--- src/hw/rtl/cfp_pkg.sv ---
// command frame parser package: character codes, frame ids, state encodings
// and the number conversion state shared by cfp_num_feed and the top level
// no dependencies
package cfp_pkg;

  localparam int unsigned NumW = 32;
  localparam int unsigned IdW = 24;
  localparam int unsigned PayloadMaxDefault = 16;

  localparam logic [7:0] ChStart = 8'h24;
  localparam logic [7:0] ChEnd   = 8'h21;
  localparam logic [7:0] ChPlus  = 8'h2B;
  localparam logic [7:0] ChMinus = 8'h2D;
  localparam logic [7:0] ChSpace = 8'h20;
  localparam logic [7:0] ChTab   = 8'h09;
  localparam logic [7:0] ChCr    = 8'h0D;
  localparam logic [7:0] ChZero  = 8'h30;
  localparam logic [7:0] ChNine  = 8'h39;

  localparam logic [NumW-1:0] DistReset = NumW'(20);

  localparam logic [IdW-1:0] IdTkf = {8'h54, 8'h4B, 8'h46};
  localparam logic [IdW-1:0] IdStp = {8'h53, 8'h54, 8'h50};
  localparam logic [IdW-1:0] IdLat = {8'h4C, 8'h41, 8'h54};
  localparam logic [IdW-1:0] IdLon = {8'h4C, 8'h4F, 8'h4E};
  localparam logic [IdW-1:0] IdSrd = {8'h53, 8'h52, 8'h44};

  typedef enum logic [2:0] {
    PhWait    = 3'b001,
    PhId      = 3'b010,
    PhPayload = 3'b100
  } parse_phase_e;

  typedef enum logic [2:0] {
    NumSkip   = 3'b001,
    NumDigits = 3'b010,
    NumDone   = 3'b100
  } num_phase_e;

  typedef struct packed {
    num_phase_e      phase;
    logic            negative;
    logic [NumW-1:0] acc;
  } num_state_t;

  localparam num_state_t NumStateReset = '{phase: NumSkip, negative: 1'b0, acc: '0};

endpackage

--- src/hw/rtl/cfp_num_feed.sv ---
// one payload character step of the decimal converter: whitespace skip,
// optional sign, digit accumulate with wrap
// depends on cfp_pkg
module cfp_num_feed
  import cfp_pkg::*;
(
  input  logic [7:0] char_i,
  input  num_state_t state_i,
  output num_state_t state_o
);

  logic            is_space;
  logic            is_digit;
  logic            is_sign;
  logic [NumW-1:0] acc_next;

  assign is_space = (char_i == ChSpace) || ((char_i >= ChTab) && (char_i <= ChCr));
  assign is_digit = (char_i >= ChZero) && (char_i <= ChNine);
  assign is_sign  = (char_i == ChPlus) || (char_i == ChMinus);
  // acc * 10 + digit
  assign acc_next = (state_i.acc << 3) + (state_i.acc << 1) + NumW'(char_i[3:0]);

  always_comb begin
    state_o = state_i;
    case (state_i.phase)
      NumSkip: begin
        if (is_sign) begin
          state_o.negative = (char_i == ChMinus);
          state_o.phase    = NumDigits;
        end else if (is_digit) begin
          state_o.acc   = acc_next;
          state_o.phase = NumDigits;
        end else if (!is_space) begin
          state_o.phase = NumDone;
        end
      end
      NumDigits: begin
        if (is_digit) begin
          state_o.acc = acc_next;
        end else begin
          state_o.phase = NumDone;
        end
      end
      default: begin
        state_o = state_i;
      end
    endcase
  end

endmodule

--- src/hw/rtl/command_frame_parser_core.sv ---
// command frame parser top level: frame state machine, stored values, flags
// depends on cfp_pkg and cfp_num_feed
//
// usage
//   input channel (in_valid_i / in_ready_o) takes one item per cycle unless
//   stalled: an optional received character (byte_valid_i, rx_byte_i) and
//   acknowledge bits that clear their flags before the character is handled
//   frames are '$', three id characters, a payload and '!'; TKF and STP set
//   the takeoff or land flag, LAT, LON and SRD store the decoded payload
//   output channel (out_valid_o / out_ready_i) returns one item per input
//   item: stored values, flags and frame_done
//   the result follows in the cycle after acceptance; throughput is one item
//   per cycle when not stalled, set by the single result register of state
//   the result register is the only buffer: in_ready_o is high while it is
//   empty or being drained, so a stalled receiver holds the input one item
//   behind
//   reset clears the parser to waiting for '$', all flags to zero, latitude
//   and longitude to zero and separation distance to 20, with no result
//   pending
module command_frame_parser_core
  import cfp_pkg::*;
#(
  parameter int unsigned PAYLOAD_MAX = PayloadMaxDefault
) (
  input  logic                   clk_i,
  input  logic                   rst_ni,

  input  logic                   in_valid_i,
  output logic                   in_ready_o,
  input  logic                   byte_valid_i,
  input  logic [7:0]             rx_byte_i,
  input  logic                   ack_lat_i,
  input  logic                   ack_lon_i,
  input  logic                   ack_distance_i,
  input  logic                   ack_takeoff_i,
  input  logic                   ack_land_i,

  output logic                   out_valid_o,
  input  logic                   out_ready_i,
  output logic signed [NumW-1:0] user_lat_o,
  output logic signed [NumW-1:0] user_lon_o,
  output logic signed [NumW-1:0] separation_distance_o,
  output logic                   takeoff_flag_o,
  output logic                   land_flag_o,
  output logic                   lat_fresh_o,
  output logic                   lon_fresh_o,
  output logic                   distance_fresh_o,
  output logic                   frame_done_o
);

  localparam int unsigned CntW = $clog2(PAYLOAD_MAX + 1);

  parse_phase_e    phase_q, phase_d;
  logic [1:0]      id_cnt_q, id_cnt_d;
  logic [IdW-1:0]  frame_id_q, frame_id_d;
  logic [CntW-1:0] pay_cnt_q, pay_cnt_d;
  num_state_t      num_q, num_d, num_fed;
  logic [NumW-1:0] lat_q, lat_d, lon_q, lon_d, dist_q, dist_d;
  logic            takeoff_q, takeoff_d, land_q, land_d;
  logic            lat_new_q, lat_new_d, lon_new_q, lon_new_d, dist_new_q, dist_new_d;
  logic            done_q, done_d;
  logic            out_valid_q;
  logic            accept;
  logic [NumW-1:0] num_value;

  assign in_ready_o = !out_valid_q || out_ready_i;
  assign accept     = in_valid_i && in_ready_o;
  assign num_value  = num_q.negative ? (NumW'(0) - num_q.acc) : num_q.acc;

  cfp_num_feed u_num_feed (
    .char_i  (rx_byte_i),
    .state_i (num_q),
    .state_o (num_fed)
  );

  always_comb begin
    phase_d    = phase_q;
    id_cnt_d   = id_cnt_q;
    frame_id_d = frame_id_q;
    pay_cnt_d  = pay_cnt_q;
    num_d      = num_q;
    lat_d      = lat_q;
    lon_d      = lon_q;
    dist_d     = dist_q;
    done_d     = 1'b0;
    takeoff_d  = takeoff_q  && !ack_takeoff_i;
    land_d     = land_q     && !ack_land_i;
    lat_new_d  = lat_new_q  && !ack_lat_i;
    lon_new_d  = lon_new_q  && !ack_lon_i;
    dist_new_d = dist_new_q && !ack_distance_i;
    if (byte_valid_i) begin
      case (phase_q)
        PhId: begin
          frame_id_d = {frame_id_q[IdW-9:0], rx_byte_i};
          id_cnt_d   = id_cnt_q + 2'd1;
          if (id_cnt_q == 2'd2) begin
            id_cnt_d  = '0;
            phase_d   = PhPayload;
            pay_cnt_d = '0;
            num_d     = NumStateReset;
          end
        end
        PhPayload: begin
          if (rx_byte_i == ChEnd) begin
            done_d    = 1'b1;
            phase_d   = PhWait;
            id_cnt_d  = '0;
            pay_cnt_d = '0;
            case (frame_id_q)
              IdTkf: begin
                takeoff_d = 1'b1;
                land_d    = 1'b0;
              end
              IdStp: begin
                land_d    = 1'b1;
                takeoff_d = 1'b0;
              end
              IdLat: begin
                lat_d     = num_value;
                lat_new_d = 1'b1;
              end
              IdLon: begin
                lon_d     = num_value;
                lon_new_d = 1'b1;
              end
              IdSrd: begin
                dist_d     = num_value;
                dist_new_d = 1'b1;
              end
              default: begin
                done_d = 1'b1;
              end
            endcase
          end else if (pay_cnt_q < CntW'(PAYLOAD_MAX)) begin
            num_d     = num_fed;
            pay_cnt_d = pay_cnt_q + CntW'(1);
          end
        end
        default: begin
          phase_d = PhWait;
          if (rx_byte_i == ChStart) begin
            phase_d  = PhId;
            id_cnt_d = '0;
          end
        end
      endcase
    end
  end

  always_ff @(posedge clk_i or negedge rst_ni) begin
    if (!rst_ni) begin
      phase_q     <= PhWait;
      id_cnt_q    <= '0;
      frame_id_q  <= '0;
      pay_cnt_q   <= '0;
      num_q       <= NumStateReset;
      lat_q       <= '0;
      lon_q       <= '0;
      dist_q      <= DistReset;
      takeoff_q   <= 1'b0;
      land_q      <= 1'b0;
      lat_new_q   <= 1'b0;
      lon_new_q   <= 1'b0;
      dist_new_q  <= 1'b0;
      done_q      <= 1'b0;
      out_valid_q <= 1'b0;
    end else begin
      if (accept) begin
        phase_q    <= phase_d;
        id_cnt_q   <= id_cnt_d;
        frame_id_q <= frame_id_d;
        pay_cnt_q  <= pay_cnt_d;
        num_q      <= num_d;
        lat_q      <= lat_d;
        lon_q      <= lon_d;
        dist_q     <= dist_d;
        takeoff_q  <= takeoff_d;
        land_q     <= land_d;
        lat_new_q  <= lat_new_d;
        lon_new_q  <= lon_new_d;
        dist_new_q <= dist_new_d;
        done_q     <= done_d;
      end
      if (accept) begin
        out_valid_q <= 1'b1;
      end else if (out_ready_i) begin
        out_valid_q <= 1'b0;
      end
    end
  end

  assign out_valid_o           = out_valid_q;
  assign user_lat_o            = lat_q;
  assign user_lon_o            = lon_q;
  assign separation_distance_o = dist_q;
  assign takeoff_flag_o        = takeoff_q;
  assign land_flag_o           = land_q;
  assign lat_fresh_o           = lat_new_q;
  assign lon_fresh_o           = lon_new_q;
  assign distance_fresh_o      = dist_new_q;
  assign frame_done_o          = done_q;

`ifndef SYNTH
  a_cmd_exclusive : assert property (@(posedge clk_i) disable iff (!rst_ni)
    !(takeoff_q && land_q))
    else $error("takeoff and land flags both set");

  a_done_to_wait : assert property (@(posedge clk_i) disable iff (!rst_ni)
    done_q |-> (phase_q == PhWait))
    else $error("frame done without return to start wait");

  a_pay_cnt_bound : assert property (@(posedge clk_i) disable iff (!rst_ni)
    pay_cnt_q <= CntW'(PAYLOAD_MAX))
    else $error("payload count beyond limit");

  a_state_holds_stalled : assert property (@(posedge clk_i) disable iff (!rst_ni)
    (out_valid_q && !out_ready_i) |=> $stable(phase_q) && $stable(num_q))
    else $error("parser state moved while a result was pending");
`endif

endmodule
--- config.mk ---
export PLATFORM = sky130hd
export DESIGN_NAME = command_frame_parser_core
export DESIGN_NICKNAME = d
export VERILOG_FILES = /design/src/hw/rtl/cfp_pkg.sv /design/src/hw/rtl/cfp_num_feed.sv /design/src/hw/rtl/command_frame_parser_core.sv
export SDC_FILE = /design/constraint.sdc
export NUM_CORES = 1
export LEC_CHECK = 0
export BUFFER_PORTS_ARGS = -buffer_cell sky130_fd_sc_hd__buf_2
export CAP_MARGIN = 20
export CORE_ASPECT_RATIO = 0.5
export CORE_MARGIN = 2
export CORE_UTILIZATION = 50
export DETAILED_ROUTE_END_ITERATION = 6
export PLACE_DENSITY = 0.71
export SETUP_SLACK_MARGIN = 0.4
export SLEW_MARGIN = 20
export SYNTH_ARGS = -nofsm -noshare
export SYNTH_HDL_FRONTEND = slang
export SYNTH_SLANG_ARGS = --single-unit
export TNS_END_PERCENT = 50
--- constraint.sdc ---
create_clock -name clk_i -period 4.7 [get_ports clk_i]
set_clock_uncertainty 0.1 [all_clocks]
set_input_delay 0.235 -clock clk_i [delete_from_list [all_inputs] [get_ports clk_i]]
set_output_delay 0.235 -clock clk_i [all_outputs]
set_load 0.03 [all_outputs]
# ---- Word-level counts from Yosys, hierarchy flattened
# Index checks and enable logic that the tools add are counted.
dict set report word_totals {
  reg_bits 173
  output_inout_bits 104
  in_bits 18
  elab_cells 135
}
dict set report op_classes {
  n_reduce_logical 30
  n_addsub 5
  order_cmp 5
  n_mux 52
  eq_ne 26
}
# op count
set ops {}
lappend ops {{24-bit by 23-bit == test with 1-bit output, second input constant} 5}
lappend ops {{36-bit two-way mux} 3}
lappend ops {{32-bit two-way mux} 3}
lappend ops {{36-bit one-hot mux with 2 select lines} 1}
lappend ops {{32-bit one-hot mux with 2 select lines} 1}
lappend ops {{8-bit by 6-bit == test with 1-bit output, second input constant} 5}
lappend ops {{32-bit adder} 1}
lappend ops {{32-bit by 4-bit adder with 32-bit output} 1}
lappend ops {{1-bit by 32-bit subtractor with 32-bit output, first input constant} 1}
lappend ops {{1-bit two-way mux} 25}
lappend ops {{5-bit AND reduction} 4}
lappend ops {{3-bit two-way mux} 6}
lappend ops {{8-bit AND reduction} 2}
lappend ops {{5-bit two-way mux} 3}
lappend ops {{3-bit one-hot mux with 2 select lines} 2}
lappend ops {{5-bit one-hot mux with 2 select lines} 1}
lappend ops {{3-bit inequality test, second input constant} 3}
lappend ops {{9-bit AND reduction} 1}
lappend ops {{8-bit by 4-bit greater-or-equal comparator with 1-bit output, second input constant} 1}
lappend ops {{8-bit by 6-bit greater-or-equal comparator with 1-bit output, second input constant} 1}
lappend ops {{8-bit by 4-bit <= comparator with 1-bit output, second input constant} 1}
lappend ops {{8-bit by 6-bit <= comparator with 1-bit output, second input constant} 1}
lappend ops {{1-bit logical AND} 8}
lappend ops {{2-bit two-way mux} 4}
lappend ops {{other kinds (19)} 34}

# ---- Logic depth before layout (Yosys ltp)
dict set report logic_depth {
  ltp_word 10
  ltp_mapped 11
}

# ---- Cells and area by module
# Synthesis repeated with hierarchy kept, for this count alone.
dict set report hier_totals {
  cells_unflattened 1007
  area_unflattened_um2 10386.2
}
# mod seq_area_each_um2 cells_per_inst area_each_um2 n_inst
set modules_own_cells {}
lappend modules_own_cells {command_frame_parser_core 4334.2 639 7696.1 1}
lappend modules_own_cells {cfp_num_feed 0.0 368 2690.1 1}

# ---- Least setup slack after synthesis
# Ideal clock, no wire load.
dict set report synth_path {
  path_kind {register to register}
  startpoint {register num_q[0] in the netlist's numbering}
  endpoint {register num_q[25] in the netlist's numbering}
  period_less_slack_ps 3163
  arrival_time_ps 2931
  required_time_ps 4469
  stages_incl_launch_ff 12
  slack_ps 1537
  cell_sequence {dfrtp_1 > inv_1 > fa_1 > inv_1 > ha_1 > a21o_1 > nand4_1 > a21oi_1 > o41ai_2 > o31ai_1 > nor4b_1 > or3_1}
}
dict set report synth_via {
  elab_chain_len 8
}
# item line
set synth_rtl {}
lappend synth_rtl {{from (decl)} command_frame_parser_core.sv:57} ;# num_state_t num_q, num_d, num_fed;
lappend synth_rtl {{from (signal assigned)} command_frame_parser_core.sv:156} ;# num_q <= NumStateReset;
lappend synth_rtl {{from (signal assigned)} command_frame_parser_core.sv:173} ;# num_q <= num_d;
lappend synth_rtl {{32-bit adder (*)} cfp_num_feed.sv:21} ;# assign acc_next = (state_i.acc << 3) + (state_i.acc << 1) + NumW'(char_i[3:0]);
lappend synth_rtl {{32-bit by 4-bit adder with 32-bit output (*)} cfp_num_feed.sv:21}
lappend synth_rtl {{32-bit two-way mux (*)} {cfp_num_feed.sv:30, cfp_num_feed.sv:38}}
lappend synth_rtl {{32-bit two-way mux} cfp_num_feed.sv:27} ;# if (is_sign) begin
lappend synth_rtl {{32-bit one-hot mux with 2 select lines (*)} cfp_num_feed.sv:25} ;# case (state_i.phase)
lappend synth_rtl {{36-bit two-way mux (*)} command_frame_parser_core.sv:134} ;# end else if (pay_cnt_q < CntW'(PAYLOAD_MAX)) begin
lappend synth_rtl {{36-bit two-way mux (*)} command_frame_parser_core.sv:104} ;# if (rx_byte_i == ChEnd) begin
lappend synth_rtl {{36-bit one-hot mux with 2 select lines (*)} command_frame_parser_core.sv:92} ;# case (phase_q)
# Every way passes the cells marked *; elsewhere a longest branch is shown, timed or not. The select of a mux whose other input is x is not followed.
# A chain may end at the register's enable or synchronous reset.

# ---- Worst setup path after layout
# Ends and elaborated chain as after synthesis.

==> impl_metrics.csv <==
group,metric,value,unit
timing,setup_tns,0,ns
critical_path,path_cells,"inv_1, fa_1, inv_1, ha_1, a21o_1, nand4_1, a21oi_1, o41ai_2, o31ai_1, nor4b_1, or3_1",
cells_and_area,finalNetCount,1174,
logic_synthesis,syn_area,9450,um2
clock_network,post_cts_resized,0,
cells_and_area,multiInputGateArea,4860,um2
clock_network,cts_tree,"done",
timing,maxSlewHeadroom,0.311,
logic_synthesis,ys.flop_type,"dfrtp_1",
clock_network,clk_path_buf_depth,2,
floorplanning,die_w,198,um
cells_and_area,final_cell_mix,"168 x dfrtp_1, 149 x nand2_1, 122 x o21ai_0, 120 x buf_2, 68 x a21oi_1",
critical_path,startpoint_type,"flop",
route,firstDrtPassIters,5,
clock_network,worstSkewPairLatency,0.44,ns
floorplanning,initial_utilization,0.511,
cells_and_area,fin_util,0.592,
route,viasPerCell,5.66,
global_route,grt_pass1_wl,39200,um
worst_hold_path,hp-class,"in2reg",
power_and_ir_drop,swShare,0.266,
critical_path,cpPeakStageDelay,0.89,ns
cells_and_area,fill_cells,1619,
timing,setup_viol,0,
timing,finalCritPeriodShare,0.795,
logic_synthesis,avgSynthCellArea,9.61,um2
critical_path,crit_path_top_delay_cell,"o41ai_2",
critical_path,path_buf_inv,2,
clock_network,ctsHtreeMaxLevel,4,
critical_path,critPathMaxFanout,8,
cells_and_area,ff_latch_area,4340,um2
clock_network,root_buffer,"clkbuf_16",
placement,portBuffers,121,
power_and_ir_drop,ir_worst_vdd,0.000249,V
logic_synthesis,synth_cell_type_count,73,
critical_path,rr_worst_depth,11,
global_route,grt_pass1_vias,7604,
timing,slew_viol_final,0,
power_and_ir_drop,clock_power_share,0.453,
critical_path,cp.arrival,3.96,ns
critical_path,crit_cells,11,
logic_synthesis,yosysSeqAreaShare,0.459,
timing,tightest_slew,1.02,ns
critical_path,worstSetupPathType,"reg2reg",
global_route,grt_start_max_net_pins,101,
route,routed_wl,23900,um
floorplanning,dieArea,20100,um2
floorplanning,row_count,35,
floorplanning,core,18500,um2
placement,hpwl,16800,um
timing,finalHoldViolations,0,
cells_and_area,syn_to_final_growth,15.7,%
placement,place_congestion,0.875,
clock_network,numCtsBuffers,17,
power_and_ir_drop,seqPwrFrac,0.500,
critical_path,worstPathRequired,4.93,ns
power_and_ir_drop,leakage,0.00547,uW
power_and_ir_drop,power.density,289,nW/um2
floorplanning,ios,122,
timing,period_minus_slack,3.73,ns
route,wl_per_cell,17.4,um
worst_hold_path,whs_path_depth,3,
logic_synthesis,synthCells,984,
global_route,antenna_found_initial,0,
logic_synthesis,synth_nets,1064,
power_and_ir_drop,netSwitchingPower,842,uW
timing,max_freq,268,MHz
route,ant_nets,0,
run,maxCapViolCount,0,
route,drc,0,
clock_network,cts.sink_count,173,
power_and_ir_drop,pwr-share-comb,0.047,
timing,grt_setup_unrepaired,"no",
logic_synthesis,yosys_warnings,0,
clock_network,clk_pin_slew,0.08,ns
cells_and_area,final_common_cell,"dfrtp_1",
power_and_ir_drop,intPower,2320,uW
logic_synthesis,async_flop_share,1.00,
status,status,"complete, no violations",
global_route,track_usage,0.248,
critical_path,crit_top_cell,"inv_1",
critical_path,critPathTopFamily,"compound AO/OA/AOI/OAI gates",
global_route,grt_overflow,0,
logic_synthesis,synth-edff-count,0,
critical_path,end_kind,"flop",
logic_synthesis,synth_seq_cells,173,
cells_and_area,drive_gt1_frac,0.192,
route,routed-via-count,7736,
route,drt_iter0_markers,502,
floorplanning,dieHeight,101,um
[layer usage]
layer  vias up  part of all wire  GRT usage
li1       3739                 -          -
met1      3789              0.47      0.336
met2       183              0.47      0.407
met3        25             0.044     0.0413
met4         0             0.013     0.0890
met5         -                 0          0
[tightest hold or removal path: cells and delay by family]
family,cells,cell delay [ns]
buffers and inverters,1,0.07
and+or+nand+nor,2,0.24
[metrics by stage]
step | cell area, um2 | power [uW] | setup slack, ns | cells | hold WS, ns
6_report | 10900 | 3160 | 0.965 | 1367 | 0.0440
5_1_grt | 10900 | 3270 | 0.770 | 1366 | 0.0399
4_1_cts | 10900 | 3180 | 1.02 | 1366 | 0.0267
3_5_place_dp | 10200 | 1750 | 0.965 | 1325 | 0.301
3_3_place_gp | 10200 | 1740 | 0.990 | 1325 | 0.290
2_1_floorplan | 9450 | 1680 | 1.54 | 984 | -0.161
[timing repair]
item | in CTS | in global routing
setup buffers | 0 | 0
hold buffers | 9 | 0
hold endpoints to repair | 104 | 0
[worst paths after layout]
| check | slack [ns] | startpoint | endpoint |
|---|---|---|---|
| max | 0.97 | num_q[0] | num_q[25] |
| min | 0.04 | out_ready_i | out_valid_o |
| max reg2reg | 0.97 | num_q[0] | num_q[25] |
| min reg2reg | 0.38 | user_lat_o[19] | user_lat_o[19] |
| max in group asynchronous | 3.04 | rst_ni | num_q[32] |
| min in group asynchronous | 0.36 | rst_ni | land_flag_o |
[power groups by stage]
| stage | logic (uW) | clock network (uW) | registers [uW] |
|---|---|---|---|
| after floorplan | 82.0 | 0 | 1600 |
| final | 148 | 1430 | 1580 |
| after global routing | 166 | 1520 | 1590 |
| after CTS | 149 | 1450 | 1580 |
| after global placement | 137 | 0 | 1610 |
| after detailed placement | 142 | 0 | 1610 |
[Yosys cell counts, drive strengths merged (7+ instances only)]
library cell / instances / area share
nand4: 15 / 0.0099
xnor2: 15 / 0.014
o41ai: 9 / 0.012
o21ai: 124 / 0.066
ha: 60 / 0.079
nor2: 65 / 0.026
nand2b: 7 / 0.0046
a21o: 13 / 0.010
mux2: 26 / 0.031
xor2: 43 / 0.040
or4: 9 / 0.0075
nand3: 10 / 0.0053
inv: 17 / 0.0068
o31ai: 13 / 0.013
a21oi: 71 / 0.039
or3: 9 / 0.0075
dfrtp: 169 / 0.45
clkbuf: 35 / 0.014
and3: 7 / 0.0046
buf: 10 / 0.0075
nand2: 150 / 0.060
nor3: 21 / 0.011
[cells by family (layout without fill, tap and decap cells)]
family	after synthesis	after routing	share of synthesized area
AO/OA/AOI/OAI	272	272	0.175
AND/OR/NAND/NOR	329	329	0.167
XOR/XNOR	58	58	0.0537
other	0	1	0
buffers and inverters	62	185	0.0282
adder cells (fa/ha/maj)	62	62	0.0837
multiplexers	28	28	0.0331
flip-flops	173	173	0.459
[sequential cells by signal, summed over array words and instances (netlist names)]
name	count
user_lat_o	32
land_flag_o	1
takeoff_flag_o	1
pay_cnt_q	5
frame_id_q	24
lon_fresh_o	1
out_valid_o	1
separation_distance_o	32
user_lon_o	32
id_cnt_q	2
lat_fresh_o	1
distance_fresh_o	1
frame_done_o	1
phase_q	3
num_q	36
[cell type report]
class | count | share of cell area
antenna | 1 | 0.000229
clock buffer | 17 | 0.0389
clock inverter | 15 | 0.0157
inverter | 17 | 0.00584
multi-input combinational | 749 | 0.445
sequential | 173 | 0.396
tap | 259 | 0.0296
timing repair buffer | 136 | 0.0683
No activity file was read; power rests on OpenSTA's default activity.
